[config.mk]
export PLATFORM = sky130hd
export DESIGN_NAME = rts_remote_frame_encoder_unit
export DESIGN_NICKNAME = d
export VERILOG_FILES = /design/src/rtl/rts_pkg.sv /design/src/rtl/rts_front.sv /design/src/rtl/rts_queue.sv /design/src/rtl/rts_back.sv /design/src/rtl/rts_remote_frame_encoder_unit.sv
export SDC_FILE = /design/constraint.sdc
export NUM_CORES = 1
export LEC_CHECK = 0
export ABC_CLOCK_PERIOD_IN_PS = 9750
export BUFFER_PORTS_ARGS = -buffer_cell sky130_fd_sc_hd__buf_4
export CELL_PAD_IN_SITES_DETAIL_PLACEMENT = 0
export CELL_PAD_IN_SITES_GLOBAL_PLACEMENT = 1
export CORE_UTILIZATION = 53
export DETAILED_ROUTE_END_ITERATION = 8
export GPL_TIMING_DRIVEN = 1
export PLACE_DENSITY = 0.83
export SLEW_MARGIN = 40
export SYNTH_ARGS = -nofsm -noshare
export SYNTH_HDL_FRONTEND = slang
export SYNTH_SLANG_ARGS = --single-unit
export TNS_END_PERCENT = 5
[constraint.sdc]
create_clock -name i_clk -period 9.75 [get_ports i_clk]
set_input_delay 1.4625 -clock i_clk [delete_from_list [all_inputs] [get_ports i_clk]]
set_output_delay 1.4625 -clock i_clk [all_outputs]
set_load 0.01 [all_outputs]
[src/rtl/rts_pkg.sv]
// Shared types and constants of the rolling-code remote frame encoder.
`default_nettype none

package rts_pkg;

    typedef enum logic [1:0] {
        FUNC_NEW    = 2'd0,
        FUNC_REPEAT = 2'd1,
        FUNC_RESET  = 2'd2,
        FUNC_NONE   = 2'd3
    } t_func;

    localparam logic CFG_REMOTE_ADDRESS = 1'b0;
    localparam logic CFG_SYMBOL_US      = 1'b1;

    localparam int ADDR_W    = 24;
    localparam int SYMBOL_W  = 12;
    localparam int DUR_W     = 17;
    localparam int FRAME_W   = 56;
    localparam int CODE_W    = 16;

    localparam logic [SYMBOL_W-1:0] SYMBOL_RESET = 12'd640;
    localparam logic [CODE_W-1:0]   CODE_RESET   = 16'd1;

    localparam int QUEUE_DEPTH = 2;

    typedef struct packed {
        t_func      func;
        logic [3:0] command;
    } t_req;

    typedef struct packed {
        logic             level;
        logic [DUR_W-1:0] first_us;
        logic [DUR_W-1:0] second_us;
        logic [2:0]       count;
        logic             last;
    } t_seg;

    // One queued job: the frame to send and whether the wake-up precedes it.
    typedef struct packed {
        logic               wake;
        logic [FRAME_W-1:0] frame;
    } t_job;

endpackage

`default_nettype wire

[src/rtl/rts_front.sv]
// Request front end: rolling code, frame build and job hand-off to the queue.
`default_nettype none

module rts_front (
    input  wire logic                          i_clk,
    input  wire logic                          i_rst_n,
    input  wire logic                          i_req_valid,
    output logic                               o_req_ready,
    input  wire rts_pkg::t_req                 i_req,
    input  wire logic [rts_pkg::ADDR_W-1:0]    i_remote_address,
    input  wire logic                          i_q_full,
    output logic                               o_q_push,
    output rts_pkg::t_job                      o_q_job
);
    import rts_pkg::*;

    logic [CODE_W-1:0]  r_counter;
    logic [FRAME_W-1:0] r_kept;
    logic [FRAME_W-1:0] n_frame;
    logic               w_accept;

    function automatic logic [FRAME_W-1:0] make_frame(
        input logic [3:0]        command,
        input logic [CODE_W-1:0] code,
        input logic [ADDR_W-1:0] addr
    );
        logic [7:0] b [7];
        logic [3:0] sum;
        logic [FRAME_W-1:0] f;
        b[0] = 8'hA7;
        b[1] = {command, 4'h0};
        b[2] = code[15:8];
        b[3] = code[7:0];
        b[4] = addr[23:16];
        b[5] = addr[15:8];
        b[6] = addr[7:0];
        sum = 4'h0;
        for (int i = 0; i < 7; i++) begin
            sum = sum ^ b[i][7:4] ^ b[i][3:0];
        end
        b[1][3:0] = sum;
        // Each byte is chained with the already obfuscated byte before it.
        for (int i = 1; i < 7; i++) begin
            b[i] = b[i] ^ b[i-1];
        end
        f = {b[0], b[1], b[2], b[3], b[4], b[5], b[6]};
        return f;
    endfunction

    assign o_req_ready = !i_q_full;
    assign w_accept    = i_req_valid && o_req_ready;
    assign n_frame     = make_frame(i_req.command, r_counter, i_remote_address);

    assign o_q_push = w_accept && (i_req.func == FUNC_NEW || i_req.func == FUNC_REPEAT);

    always_comb begin
        o_q_job.wake  = (i_req.func == FUNC_NEW);
        o_q_job.frame = (i_req.func == FUNC_NEW) ? n_frame : r_kept;
    end

    always_ff @(posedge i_clk) begin
        if (!i_rst_n) begin
            r_counter <= CODE_RESET;
            r_kept    <= '0;
        end else if (w_accept) begin
            case (i_req.func)
                FUNC_NEW: begin
                    r_counter <= r_counter + 1'b1;
                    r_kept    <= n_frame;
                end
                FUNC_RESET: begin
                    r_counter <= CODE_RESET;
                end
                default: begin
                end
            endcase
        end
    end

endmodule

`default_nettype wire

[src/rtl/rts_queue.sv]
// Short job queue between the request front end and the segment sequencer.
`default_nettype none

module rts_queue (
    input  wire logic          i_clk,
    input  wire logic          i_rst_n,
    input  wire logic          i_push,
    input  wire rts_pkg::t_job i_job,
    input  wire logic          i_pop,
    output rts_pkg::t_job      o_job,
    output logic               o_full,
    output logic               o_empty
);
    import rts_pkg::*;

    localparam int PTR_W = (QUEUE_DEPTH > 1) ? $clog2(QUEUE_DEPTH) : 1;
    localparam int CNT_W = $clog2(QUEUE_DEPTH + 1);

    t_job             r_mem [QUEUE_DEPTH];
    logic [PTR_W-1:0] r_wr_ptr;
    logic [PTR_W-1:0] r_rd_ptr;
    logic [CNT_W-1:0] r_count;
    logic             w_push;
    logic             w_pop;

    assign o_full  = (r_count == CNT_W'(QUEUE_DEPTH));
    assign o_empty = (r_count == '0);
    assign o_job   = r_mem[r_rd_ptr];
    assign w_push  = i_push && !o_full;
    assign w_pop   = i_pop && !o_empty;

    function automatic logic [PTR_W-1:0] ptr_inc(input logic [PTR_W-1:0] p);
        return (p == PTR_W'(QUEUE_DEPTH - 1)) ? '0 : p + 1'b1;
    endfunction

    always_ff @(posedge i_clk) begin
        if (w_push) begin
            r_mem[r_wr_ptr] <= i_job;
        end
    end

    always_ff @(posedge i_clk) begin
        if (!i_rst_n) begin
            r_wr_ptr <= '0;
            r_rd_ptr <= '0;
            r_count  <= '0;
        end else begin
            if (w_push) begin
                r_wr_ptr <= ptr_inc(r_wr_ptr);
            end
            if (w_pop) begin
                r_rd_ptr <= ptr_inc(r_rd_ptr);
            end
            case ({w_push, w_pop})
                2'b10:   r_count <= r_count + 1'b1;
                2'b01:   r_count <= r_count - 1'b1;
                default: r_count <= r_count;
            endcase
        end
    end

endmodule

`default_nettype wire

[src/rtl/rts_back.sv]
// Segment sequencer: walks one queued frame and emits its pulse segments.
`default_nettype none

module rts_back (
    input  wire logic                           i_clk,
    input  wire logic                           i_rst_n,
    input  wire logic [rts_pkg::SYMBOL_W-1:0]   i_symbol_us,
    input  wire rts_pkg::t_job                  i_q_job,
    input  wire logic                           i_q_empty,
    output logic                                o_q_pop,
    output logic                                o_seg_valid,
    input  wire logic                           i_seg_ready,
    output rts_pkg::t_seg                       o_seg
);
    import rts_pkg::*;

    localparam logic [5:0] SEG_WAKE    = 6'd0;
    localparam logic [5:0] SEG_SILENCE = 6'd1;
    localparam logic [5:0] SEG_HWSYNC  = 6'd2;
    localparam logic [5:0] SEG_SWSYNC  = 6'd3;
    localparam logic [5:0] SEG_DATA0   = 6'd4;
    localparam logic [5:0] SEG_GAP     = 6'd60;

    localparam logic [DUR_W-1:0] WAKE_HIGH_US    = 17'd9415;
    localparam logic [DUR_W-1:0] WAKE_LOW_US     = 17'd9565;
    localparam logic [DUR_W-1:0] WAKE_SILENCE_US = 17'd80000;
    localparam logic [DUR_W-1:0] SOFT_SYNC_US    = 17'd4550;
    localparam logic [DUR_W-1:0] GAP_US          = 17'd30415;

    logic               r_busy;
    logic [5:0]         r_idx;
    logic               r_wake;
    logic [FRAME_W-1:0] r_shift;
    logic               r_out_valid;
    t_seg               r_out;
    t_seg               n_seg;
    logic               w_adv;
    logic [DUR_W-1:0]   w_sym;
    logic [DUR_W-1:0]   w_sym4;

    assign w_sym   = DUR_W'(i_symbol_us);
    assign w_sym4  = DUR_W'({i_symbol_us, 2'b00});
    assign w_adv   = r_busy && (!r_out_valid || i_seg_ready);
    assign o_q_pop = !r_busy && !i_q_empty;

    assign o_seg_valid = r_out_valid;
    assign o_seg       = r_out;

    always_comb begin
        n_seg.level     = 1'b0;
        n_seg.first_us  = '0;
        n_seg.second_us = '0;
        n_seg.count     = 3'd1;
        n_seg.last      = 1'b0;
        case (r_idx)
            SEG_WAKE: begin
                n_seg.level     = 1'b1;
                n_seg.first_us  = WAKE_HIGH_US;
                n_seg.second_us = WAKE_LOW_US;
            end
            SEG_SILENCE: begin
                n_seg.first_us = WAKE_SILENCE_US;
            end
            SEG_HWSYNC: begin
                n_seg.level     = 1'b1;
                n_seg.first_us  = w_sym4;
                n_seg.second_us = w_sym4;
                n_seg.count     = r_wake ? 3'd2 : 3'd7;
            end
            SEG_SWSYNC: begin
                n_seg.level     = 1'b1;
                n_seg.first_us  = SOFT_SYNC_US;
                n_seg.second_us = w_sym;
            end
            SEG_GAP: begin
                n_seg.first_us = GAP_US;
                n_seg.last     = 1'b1;
            end
            default: begin
                // Manchester data bit, most significant bit first.
                n_seg.level     = ~r_shift[FRAME_W-1];
                n_seg.first_us  = w_sym;
                n_seg.second_us = w_sym;
            end
        endcase
    end

    always_ff @(posedge i_clk) begin
        if (w_adv) begin
            r_out <= n_seg;
        end
        if (o_q_pop) begin
            r_shift <= i_q_job.frame;
            r_wake  <= i_q_job.wake;
        end else if (w_adv && r_idx >= SEG_DATA0 && r_idx < SEG_GAP) begin
            r_shift <= {r_shift[FRAME_W-2:0], 1'b0};
        end
    end

    always_ff @(posedge i_clk) begin
        if (!i_rst_n) begin
            r_busy      <= 1'b0;
            r_idx       <= SEG_WAKE;
            r_out_valid <= 1'b0;
        end else begin
            if (o_q_pop) begin
                r_busy <= 1'b1;
                r_idx  <= i_q_job.wake ? SEG_WAKE : SEG_HWSYNC;
            end else if (w_adv) begin
                if (r_idx == SEG_GAP) begin
                    r_busy <= 1'b0;
                end else begin
                    r_idx <= r_idx + 1'b1;
                end
            end
            if (w_adv) begin
                r_out_valid <= 1'b1;
            end else if (i_seg_ready) begin
                r_out_valid <= 1'b0;
            end
        end
    end

endmodule

`default_nettype wire

[src/rtl/rts_remote_frame_encoder_unit.sv]
// Top level of the rolling-code remote frame encoder with its configuration registers.
// A new-command item yields 61 segments, a repeat 59.
// The sequencer emits one segment per cycle unless stalled and loads a job while idle.
// An item passes the queue entry, the job load and the output register to the port.
// A two-entry job queue lets further items be accepted while segments still go out.
// Synchronous active-low reset: code 1, kept frame zero, address 0, symbol time 640.
`default_nettype none

module rts_remote_frame_encoder_unit (
    input  wire logic                          i_clk,
    input  wire logic                          i_rst_n,
    input  wire logic                          i_req_valid,
    output logic                               o_req_ready,
    input  wire rts_pkg::t_req                 i_req,
    output logic                               o_seg_valid,
    input  wire logic                          i_seg_ready,
    output rts_pkg::t_seg                      o_seg,
    input  wire logic                          i_cfg_we,
    input  wire logic                          i_cfg_index,
    input  wire logic [rts_pkg::ADDR_W-1:0]    i_cfg_data
);
    import rts_pkg::*;

    logic [ADDR_W-1:0]   r_remote_address;
    logic [SYMBOL_W-1:0] r_symbol_us;
    logic                w_q_push;
    logic                w_q_pop;
    logic                w_q_full;
    logic                w_q_empty;
    t_job                w_push_job;
    t_job                w_head_job;

    always_ff @(posedge i_clk) begin
        if (!i_rst_n) begin
            r_remote_address <= '0;
            r_symbol_us      <= SYMBOL_RESET;
        end else if (i_cfg_we) begin
            case (i_cfg_index)
                CFG_REMOTE_ADDRESS: r_remote_address <= i_cfg_data;
                CFG_SYMBOL_US:      r_symbol_us      <= i_cfg_data[SYMBOL_W-1:0];
                default: begin
                end
            endcase
        end
    end

    rts_front u_front (
        .i_clk            (i_clk),
        .i_rst_n          (i_rst_n),
        .i_req_valid      (i_req_valid),
        .o_req_ready      (o_req_ready),
        .i_req            (i_req),
        .i_remote_address (r_remote_address),
        .i_q_full         (w_q_full),
        .o_q_push         (w_q_push),
        .o_q_job          (w_push_job)
    );

    rts_queue u_queue (
        .i_clk   (i_clk),
        .i_rst_n (i_rst_n),
        .i_push  (w_q_push),
        .i_job   (w_push_job),
        .i_pop   (w_q_pop),
        .o_job   (w_head_job),
        .o_full  (w_q_full),
        .o_empty (w_q_empty)
    );

    rts_back u_back (
        .i_clk       (i_clk),
        .i_rst_n     (i_rst_n),
        .i_symbol_us (r_symbol_us),
        .i_q_job     (w_head_job),
        .i_q_empty   (w_q_empty),
        .o_q_pop     (w_q_pop),
        .o_seg_valid (o_seg_valid),
        .i_seg_ready (i_seg_ready),
        .o_seg       (o_seg)
    );

endmodule

`default_nettype wire

[Word-level counts from Yosys, hierarchy flattened]
Memories as Yosys holds them, arrays and structs flattened. A register that Yosys moved wholly into a read port is not among the register bits.
Cells that the tools add are included.
Storage, ports and cells
  register bits: 216
  latch bits: 0
  RAM bits: 114
  ROM bits: 0
  bits of input ports: 36
  output and inout bits: 41
  logic and storage cells: 110
  memories kept: 1
Operators by class
  $add $sub $neg: 6
  multiply operators: 0
  div/mod/pow operators: 0
  magnitude comparators: 2
  eq/ne operators: 10
  shift operators: 0
  mux-type cells: 25
  bitwise gates (word level): 19
  reductions and logical operators: 30
Memory list
  u_queue.r_mem: words 2, width 57, rd ports 1, clocked after Yosys merged registers in 1, write ports 1, RTL line rts_queue.sv:19  | t_job r_mem [QUEUE_DEPTH];
Operators by type and width (count)
  56-bit two-way mux: 3
  17-bit one-hot mux with 5 select lines: 1
  14-bit one-hot mux with 3 select lines: 1
  4-bit bitwise XOR: 10
  8-bit bitwise XOR: 5
  16-bit one-hot mux with 2 select lines: 1
  6-bit two-way mux: 3
  16-bit by 1-bit adder with 16-bit output (second input constant): 1
  6-bit by 2-bit equality test with 1-bit output (second input constant): 2
  1-bit two-way mux: 12
  2-bit nonzero test: 6
  2-bit AND reduction: 5
  1-bit logical AND: 8
  6-bit by 1-bit adder with 6-bit output (second input constant): 1
  2-bit equality test (second input constant): 3
  6-bit by 1-bit equality test with 1-bit output (second input constant): 1
  6-bit equality test (second input constant): 1
  6-bit by 3-bit greater-or-equal comparator with 1-bit output (second input constant): 1
  6-bit zero test: 1
  6-bit less-than comparator (second input constant): 1
  5-bit inverter: 1
  2-bit by 1-bit equality test with 1-bit output (second input constant): 2
  1-bit zero test: 4
  2-bit zero test: 2
  13 further kinds: 16

[Depth between registers and ports, before layout]
Gate-level depths: netlist of the first run.
  depth after elaboration: 18
  depth in mapped cells: 10
  mapped depth without buffers: 8

[By module]
A second synthesis of the first run with hierarchy kept.
Second synthesis, totals
  cells, all modules: 1113
  area total of the unflattened synthesis: 13984.7 µm²
By module, submodules not included
  rts_back: instances 1, cells each 278, area each 4361.7 µm², sequential area each 2922.8 µm²
  rts_queue: instances 1, cells each 203, area each 4331.7 µm², sequential area each 3523.4 µm²
  rts_front: instances 1, cells each 484, area each 3846.2 µm², sequential area each 1441.4 µm²
  rts_remote_frame_encoder_unit: instances 1, cells each 148, area each 1445.1 µm², sequential area each 720.7 µm²

[Least setup slack after synthesis of the first run]
OpenSTA, ideal clock, no wires.
  path kind: input to register
  start: in i_seg_ready
  end: reg u_back.r_shift[0], enable pin
  library setup time: 0.553 ns
  arrival: 5.872 ns
  data required time: 9.197 ns
  setup slack: 3.325 ns
  stages on the path: 3
  buffers on the path: 0
  cell sequence: nor2b_1 -> nand2b_1 -> o31ai_1
On the way
  longest elaborated chain between the ends: 5
Ends and longest elaborated chain
  from (decl): RTL line rts_remote_frame_encoder_unit.sv:16  | input wire logic i_seg_ready,
  1-bit logical OR: RTL line rts_back.sv:43  | assign w_adv = r_busy && (!r_out_valid || i_seg_ready);
  1-bit logical AND: RTL line rts_back.sv:43
  1-bit logical AND (2 in series): RTL line rts_back.sv:95  | end else if (w_adv && r_idx >= SEG_DATA0 && r_idx < SEG_GAP) begin
  2-bit nonzero test (no source line)
  to (signal assigned): RTL line rts_back.sv:93  | r_shift <= i_q_job.frame;
  to (signal assigned): RTL line rts_back.sv:96  | r_shift <= {r_shift[FRAME_W-2:0], 1'b0};
  to (decl): RTL line rts_back.sv:33  | logic [FRAME_W-1:0] r_shift;
Every way passes these cells.
A chain may end at the register's enable or synchronous reset.

[Final worst setup path of the first run]
  start: in i_req_valid
  end: mem u_queue.r_mem[0][5] in the netlist's numbering, enable pin
On the way
  longest elaborated chain between the ends: 5
Ends and longest elaborated chain
  from (decl): RTL line rts_remote_frame_encoder_unit.sv:12  | input wire logic i_req_valid,
  1-bit logical AND: RTL line rts_front.sv:51  | assign w_accept = i_req_valid && o_req_ready;
  1-bit logical AND: RTL line rts_front.sv:54  | assign o_q_push = w_accept && (i_req.func == FUNC_NEW || i_req.func == FUNC_REPEAT);
  1-bit logical AND: RTL line rts_queue.sv:29  | assign w_push = i_push && !o_full;
  1-bit two-way mux: RTL line rts_queue.sv:37  | if (w_push) begin
  1-bit two-way mux (implied by the code): RTL line rts_queue.sv:38  | r_mem[r_wr_ptr] <= i_job;
  to (decl): RTL line rts_queue.sv:19
Every way passes these cells.

==> results.sh, run 1 <==
export IMPL_outcome="finished clean"
export IMPL_cp_end_kind="register"
export IMPL_hold_buffers=0
export IMPL_leakagePower_nw=5.765
export IMPL_grt_setup_unrepaired="false"
export IMPL_clock_root_buffer="clkbuf_16"
export IMPL_syn_inst=1245
export IMPL_grt_pass1_vias=8455
export IMPL_use_met1=0.3418
export IMPL_die_area_um2=26740
export IMPL_post_cts_buffers=0
export IMPL_post_drt_via_cell_ratio=5.546
export IMPL_syn_to_final_growth_pct=13.60
export IMPL_io_pins=77
export IMPL_cp_data_arrival_time_ns=3.41
export IMPL_drive_gt1_frac=0.1223
export IMPL_ir_worst_vdd_mv=0.1772
export IMPL_fmax_ghz=0.3059
export IMPL_grt_use_met3=0.03454
export IMPL_clock_skew_ns=0.01570
export IMPL_max_cap_violations=0
export IMPL_coreArea_um2=25400
export IMPL_post_route_cell_area_um2=15710
export IMPL_numPortBuffers=72
export IMPL_cpPeakStageDelay_ns=0.60
export IMPL_muxShareOfSynthArea=0.04279
export IMPL_hold_class="register to register"
export IMPL_antenna_left=0
export IMPL_final_min_clock_period_ns=3.270
export IMPL_fin_setup_tns_ns=0
export IMPL_cts_tree="built"
export IMPL_ff_latch_area_um2=8612
export IMPL_synth_top_family_by_area="simple AND/OR/NAND/NOR gates"
export IMPL_gr_usage_met2=0.3245
export IMPL_cts_sinks=327
export IMPL_synth_compound_area_share=0.1087
export IMPL_maxSlewViolCount=0
export IMPL_rows=58
export IMPL_power_density_nw_per_um2=276.3
export IMPL_synth_fa_ha_area_frac=0.005428
export IMPL_start_kind="input pin"
export IMPL_vias=9084
export IMPL_clock_latency_ns=0.52
export IMPL_cts_buffers=34
export IMPL_drt_iter0_drc=764
export IMPL_clk_pin_slew_ns=0.06
export IMPL_cts_resized_gates=0
export IMPL_fillers=2081
export IMPL_cp_slowest_cell="buf_4"
export IMPL_cts_max_level=2
export IMPL_die_w_um=163.5
export IMPL_finalHoldViolations=0
export IMPL_period_share=0.3353
export IMPL_synth_edf_count=206
export IMPL_start_util=0.5445
export IMPL_synth_area_um2=13830
export IMPL_wl_mm=28.83
export IMPL_fin_cells=1638
export IMPL_required_ns=9.89
export IMPL_synth_xor_area_frac=0.05953
export IMPL_drc=0
export IMPL_tightest_slew_ns=0.8331
export IMPL_wl_per_cell_um=17.60
export IMPL_dp_cells=1576
export IMPL_max_slew_margin=0.4446
export IMPL_synth_simple_area_share=0.1319
export IMPL_crit_type="input pin to register"
export IMPL_track_usage=0.2233
export IMPL_grt_max_degree=99
export IMPL_drt_pass1_iterations=5
export IMPL_nNetsFinal=1324
export IMPL_antenna_cells=0
export IMPL_yosysWarnings=0
export IMPL_path_cells="buf_4, and2_1, nand2b_1, nor2_4, buf_4"
export IMPL_hpwl_mm=18.47
export IMPL_ys_seq_area_frac=0.6225
export IMPL_setup_violations=0
export IMPL_multi_input_area_um2=4882
export IMPL_critPathMaxFanout=47
export IMPL_ys_types=62
export IMPL_die_y_um=163.5
export IMPL_cts_buffer_depth=3
export IMPL_gp_congestion=0.8069
export IMPL_async_reset_ff_frac=0
export IMPL_top_usage_layer="met1"
export IMPL_holdWs_ns=0.4532
export IMPL_synth_area_per_cell_um2=11.11
export IMPL_worst_slack_ns=6.480
export IMPL_grt_overflow_total=0
export IMPL_place_area_um2=14610
export IMPL_synth_seq_cells=327
export IMPL_synth_flop_cell="edfxtp_1"
export IMPL_grt_antenna_before_repair=0
export IMPL_crit_path_frequent_cell="buf_4"
export IMPL_dp_slack_ns=5.917
export IMPL_grt_pass1_wl_mm=46.02
cells in the final DEF, fill, tap and decap left out, types with 6 or more instances in the layout:
master,n
edfxtp_1,206
and2_1,10
buf_4,80
a21oi_1,84
mux2i_1,58
dfxtp_1,120
xor2_1,21
nand4_1,7
inv_1,11
clkbuf_1,8
and3_1,11
o21ai_0,103
xnor2_1,33
nand3_1,12
nor3_1,9
clkbuf_16,35
a221o_1,10
ha_1,6
a21o_1,8
nand2_1,261
a211oi_1,11
o21a_1,6
a31oi_1,6
nand2b_1,9
nor2_1,79
kinds of logic after synthesis:
kind of cell / count (synthesis)
AND/OR/NAND/NOR: 428
flip-flops: 327
AO/OA/AOI/OAI: 256
buffers and inverters: 99
XOR/XNOR: 69
multiplexers: 59
adder cells (fa/ha/maj): 6
other: 1
flip-flops by register name (all words and copies together) (netlist names), named ones only:
register,flops
u_back.r_busy,1
u_queue.r_rd_ptr,1
u_back.o_seg_valid,1
u_front.r_counter,16
u_back.o_seg,35
u_back.r_shift,56
u_queue.r_wr_ptr,1
r_remote_address,24
u_back.r_wake,1
u_front.r_kept,56
u_back.r_idx,6
u_queue.r_mem,114
u_queue.r_count,2
r_symbol_us,12
per-layer routing:
metal,part of all wire,up-vias
met4,0.024,0
met1,0.49,4358
met3,0.050,43
met2,0.44,227
met5,0,-
li1,-,4456
power breakdown:
group,switching (mW),internal (mW)
Clock,0.525,0.730
Sequential,0.112,1.90
Combinational,0.685,0.393
critical path: cells and delay by family:
| family | cells | cell delay (ns) |
|---|---|---|
| buffers and inverters | 2 | 0.69 |
| AND/OR/NAND/NOR | 3 | 1.23 |
stage by stage:
stage	power (mW)	util
CTS	4.378	0.6181
global route	4.572	0.6185
finish	4.341	0.6185
global placement	3.082	0.5733
detailed placement	3.121	0.5751
floorplan	2.778	-
synth_stat cells, drive strengths merged (8+ instances only):
cell type  instances  area [um2]
nand2b            10       62.56
clkbuf            65       244.0
nand3             12       60.06
xnor2             39       431.7
a21oi             84       420.4
mux2i             58       580.6
a21o               8       60.06
edfxtp           206        6186
and3              11       68.82
xor2              21       183.9
nor2              82       307.8
inv               12       45.04
dfxtp            121        2422
a211oi            11       82.58
and2              11       68.82
nor3               9       45.04
o21ai            104       520.5
nand2            261       979.7
a221o             10       100.1
buf               21       106.4
path summary, 6_finish.rpt:
path | from | to | slack [ns] | cells past startpoint
worst max-delay path | i_req_valid | u_queue.r_mem[0][5] | 6.48 | 5
worst min-delay path | u_front.r_kept[21] | u_front.r_kept[21] | 0.45 | 2
worst max register to register | u_queue.r_count[0] | u_queue.r_mem[0][5] | 6.76 | 5
worst min register to register | u_front.r_kept[21] | u_front.r_kept[21] | 0.45 | 2
area by class of cell:
| type | instances | area share |
|---|---|---|
| Sequential cell | 327 | 0.5482 |
| Multi-Input combinational cell | 822 | 0.3108 |
| Clock buffer | 48 | 0.06204 |
| Timing Repair Buffer | 84 | 0.04221 |
| Tap cell | 330 | 0.02628 |
| Clock inverter | 14 | 0.007407 |
| Inverter | 13 | 0.003106 |
(Power assumes the default switching activity.)
==> run 2, diff against run 1 <==
Settings changed: ABC_CLOCK_PERIOD_IN_PS 9750 to 3000, CORE_UTILIZATION 53 to 44, PLACE_DENSITY 0.83 to 0.73.
Clock period 9.75 ns to 3 ns, I/O delays scaled along.
==> results.sh, run 2 (same netlist as run 1, synthesis figures left out) <==
export IMPL_antenna_cells=0
export IMPL_cts_buffer_depth=3
export IMPL_grt_use_met3=0.03011
export IMPL_cp_data_arrival_time_ns=2.77
export IMPL_cts_tree="built"
export IMPL_cp_slowest_cell="xnor2_2"
export IMPL_die_y_um=179.3
export IMPL_clock_root_buffer="clkbuf_16"
export IMPL_clk_pin_slew_ns=0.06
export IMPL_hold_end="r_remote_address[20]"
export IMPL_layout_common_cells="nand2_1, edfxtp_1, dfxtp_1"
export IMPL_period_share=0.8410
export IMPL_crit_path_frequent_cell="xnor2_4"
export IMPL_wl_per_cell_um=18.03
export IMPL_crit_type="register to register"
export IMPL_drt_iter0_drc=761
export IMPL_start_kind="register"
export IMPL_drive_gt1_frac=0.1310
export IMPL_cts_resized_gates=0
export IMPL_hold_buffers=0
export IMPL_drc=3
export IMPL_power_mw=14.49
export IMPL_wl_mm=31.08
export IMPL_cts_max_level=2
export IMPL_grt_pass1_wl_mm=48.09
export IMPL_coreArea_um2=30750
export IMPL_top_usage_layer="met2"
export IMPL_post_cts_buffers=0
export IMPL_nNetsFinal=1341
export IMPL_antenna_left=0
export IMPL_grt_setup_unrepaired="false"
export IMPL_grt_overflow_total=0
export IMPL_outcome="finished, violations left"
export IMPL_place_area_um2=14800
export IMPL_io_pins=77
export IMPL_syn_to_final_growth_pct=15.84
export IMPL_gr_usage_met2=0.2981
export IMPL_final_min_clock_period_ns=2.523
export IMPL_grt_max_degree=84
export IMPL_gp_congestion=0.7994
export IMPL_cp_end_kind="register"
export IMPL_drt_pass1_iterations=9
export IMPL_finalHoldViolations=0
export IMPL_start_util=0.4497
export IMPL_regMostFlops="u_queue.r_mem"
export IMPL_ir_worst_vdd_mv=0.5452
export IMPL_vias=9187
export IMPL_die_w_um=179.3
export IMPL_dp_cells=1656
export IMPL_fillers=2729
export IMPL_track_usage=0.1966
export IMPL_power_density_nw_per_um2=904.4
export IMPL_r2r_cells=6
export IMPL_max_cap_violations=0
export IMPL_hold_class="input pin to register"
export IMPL_r2r_slack_ns=0.48
export IMPL_post_route_cell_area_um2=16020
export IMPL_largest_reg_flops=114
export IMPL_hpwl_mm=19.74
export IMPL_tightest_slew_ns=0.8131
export IMPL_use_met1=0.2919
export IMPL_grt_pass1_vias=8594
export IMPL_cts_buffers=37
export IMPL_min_path_cells=3
export IMPL_fin_cells=1724
export IMPL_worst_r2r_endpoint="u_queue.r_mem[1][42]"
export IMPL_clock_skew_ns=0.02020
export IMPL_cpPeakStageDelay_ns=0.59
export IMPL_reg_top3="u_queue.r_mem x114, u_back.r_shift x56, u_front.r_kept x56"
export IMPL_cts_sinks=327
export IMPL_layout_cells_most_common="nand2_1"
export IMPL_required_ns=3.25
export IMPL_regToRegStartpoint="u_front.r_counter[6]"
export IMPL_grt_antenna_before_repair=0
export IMPL_min_from="i_cfg_data[20]"
export IMPL_rows=64
export IMPL_post_drt_via_cell_ratio=5.329
export IMPL_max_slew_margin=0.4579
export IMPL_fmax_ghz=0.3964
export IMPL_critPathMaxFanout=11
export IMPL_clock_latency_ns=0.54
export IMPL_numPortBuffers=72
export IMPL_leakagePower_nw=5.885
export IMPL_path_cells="xnor3_2, xnor2_2, xnor2_4, xnor2_4, xnor2_1, o21ai_0"
export IMPL_setup_violations=0
export IMPL_die_area_um2=32140
export IMPL_violations="design-rule violations"
export IMPL_maxSlewViolCount=0
run 2: cell count changes in the layout (fill, tap and decap cells not counted), sizes merged:
cell	delta
buf	+14
clkbuf	+7
inv	-1
run 2: metal layers:
layer / vias up / routed length, um
met5: - / 0
li1: 4487 / -
met3: 46 / 1563
met2: 231 / 13710
met1: 4423 / 15210
met4: 0 / 597
run 2: layout make-up:
cell class	instances	area [um2]	area share
clock buffer	55	1075	0.06709
clock inverter	13	141.4	0.008825
inverter	13	48.80	0.003046
multi-input combinational	822	4875	0.3043
sequential	327	8612	0.5376
tap	396	495.5	0.03093
timing repair buffer	98	773.2	0.04827
run 2: critical path, delay by kind of cell (launching register included):
kind / cells / cell delay [ns]
AOI/OAI and AO/OA: 1 / 0.14
xor gates and xnor gates: 5 / 1.71
DFF: 1 / 0.39
run 2: report_power, final:
| group | internal (mW) | switching [mW] |
|---|---|---|
| logic | 1.29 | 2.18 |
| registers | 6.16 | 0.463 |
| clock network | 2.60 | 1.80 |
| total | 10.1 | 4.44 |
run 2: stage by stage:
step / setup TNS [ns] / worst slack, ns / utilization / hold slack, ns
2_1_floorplan: -103.64 / -0.9091 / - / 0.4313
3_3_place_gp: 0 / 0.5355 / 0.4814 / 0.4393
3_5_place_dp: 0 / 0.4284 / 0.4814 / 0.4467
4_1_cts: 0 / 0.4892 / 0.5210 / 0.1475
5_1_grt: 0 / 0.2611 / 0.5210 / 0.1605
6_report: 0 / 0.4771 / 0.5210 / 0.1597
run 2: worst max path at each step:
stage                              start                    to  slack (ns)  cells after the start
floorplan             u_queue.r_count[0]   u_queue.r_mem[0][0]       -0.91                      5
global placement                i_req[3]  u_queue.r_mem[0][43]        0.54                      7
detailed placement              i_req[3]  u_queue.r_mem[1][43]        0.43                      7
CTS                 u_front.r_counter[6]  u_queue.r_mem[0][42]        0.49                      6
global route             u_back.r_idx[2]      u_back.o_seg[31]        0.26                      5
finish              u_front.r_counter[6]  u_queue.r_mem[1][42]        0.48                      6
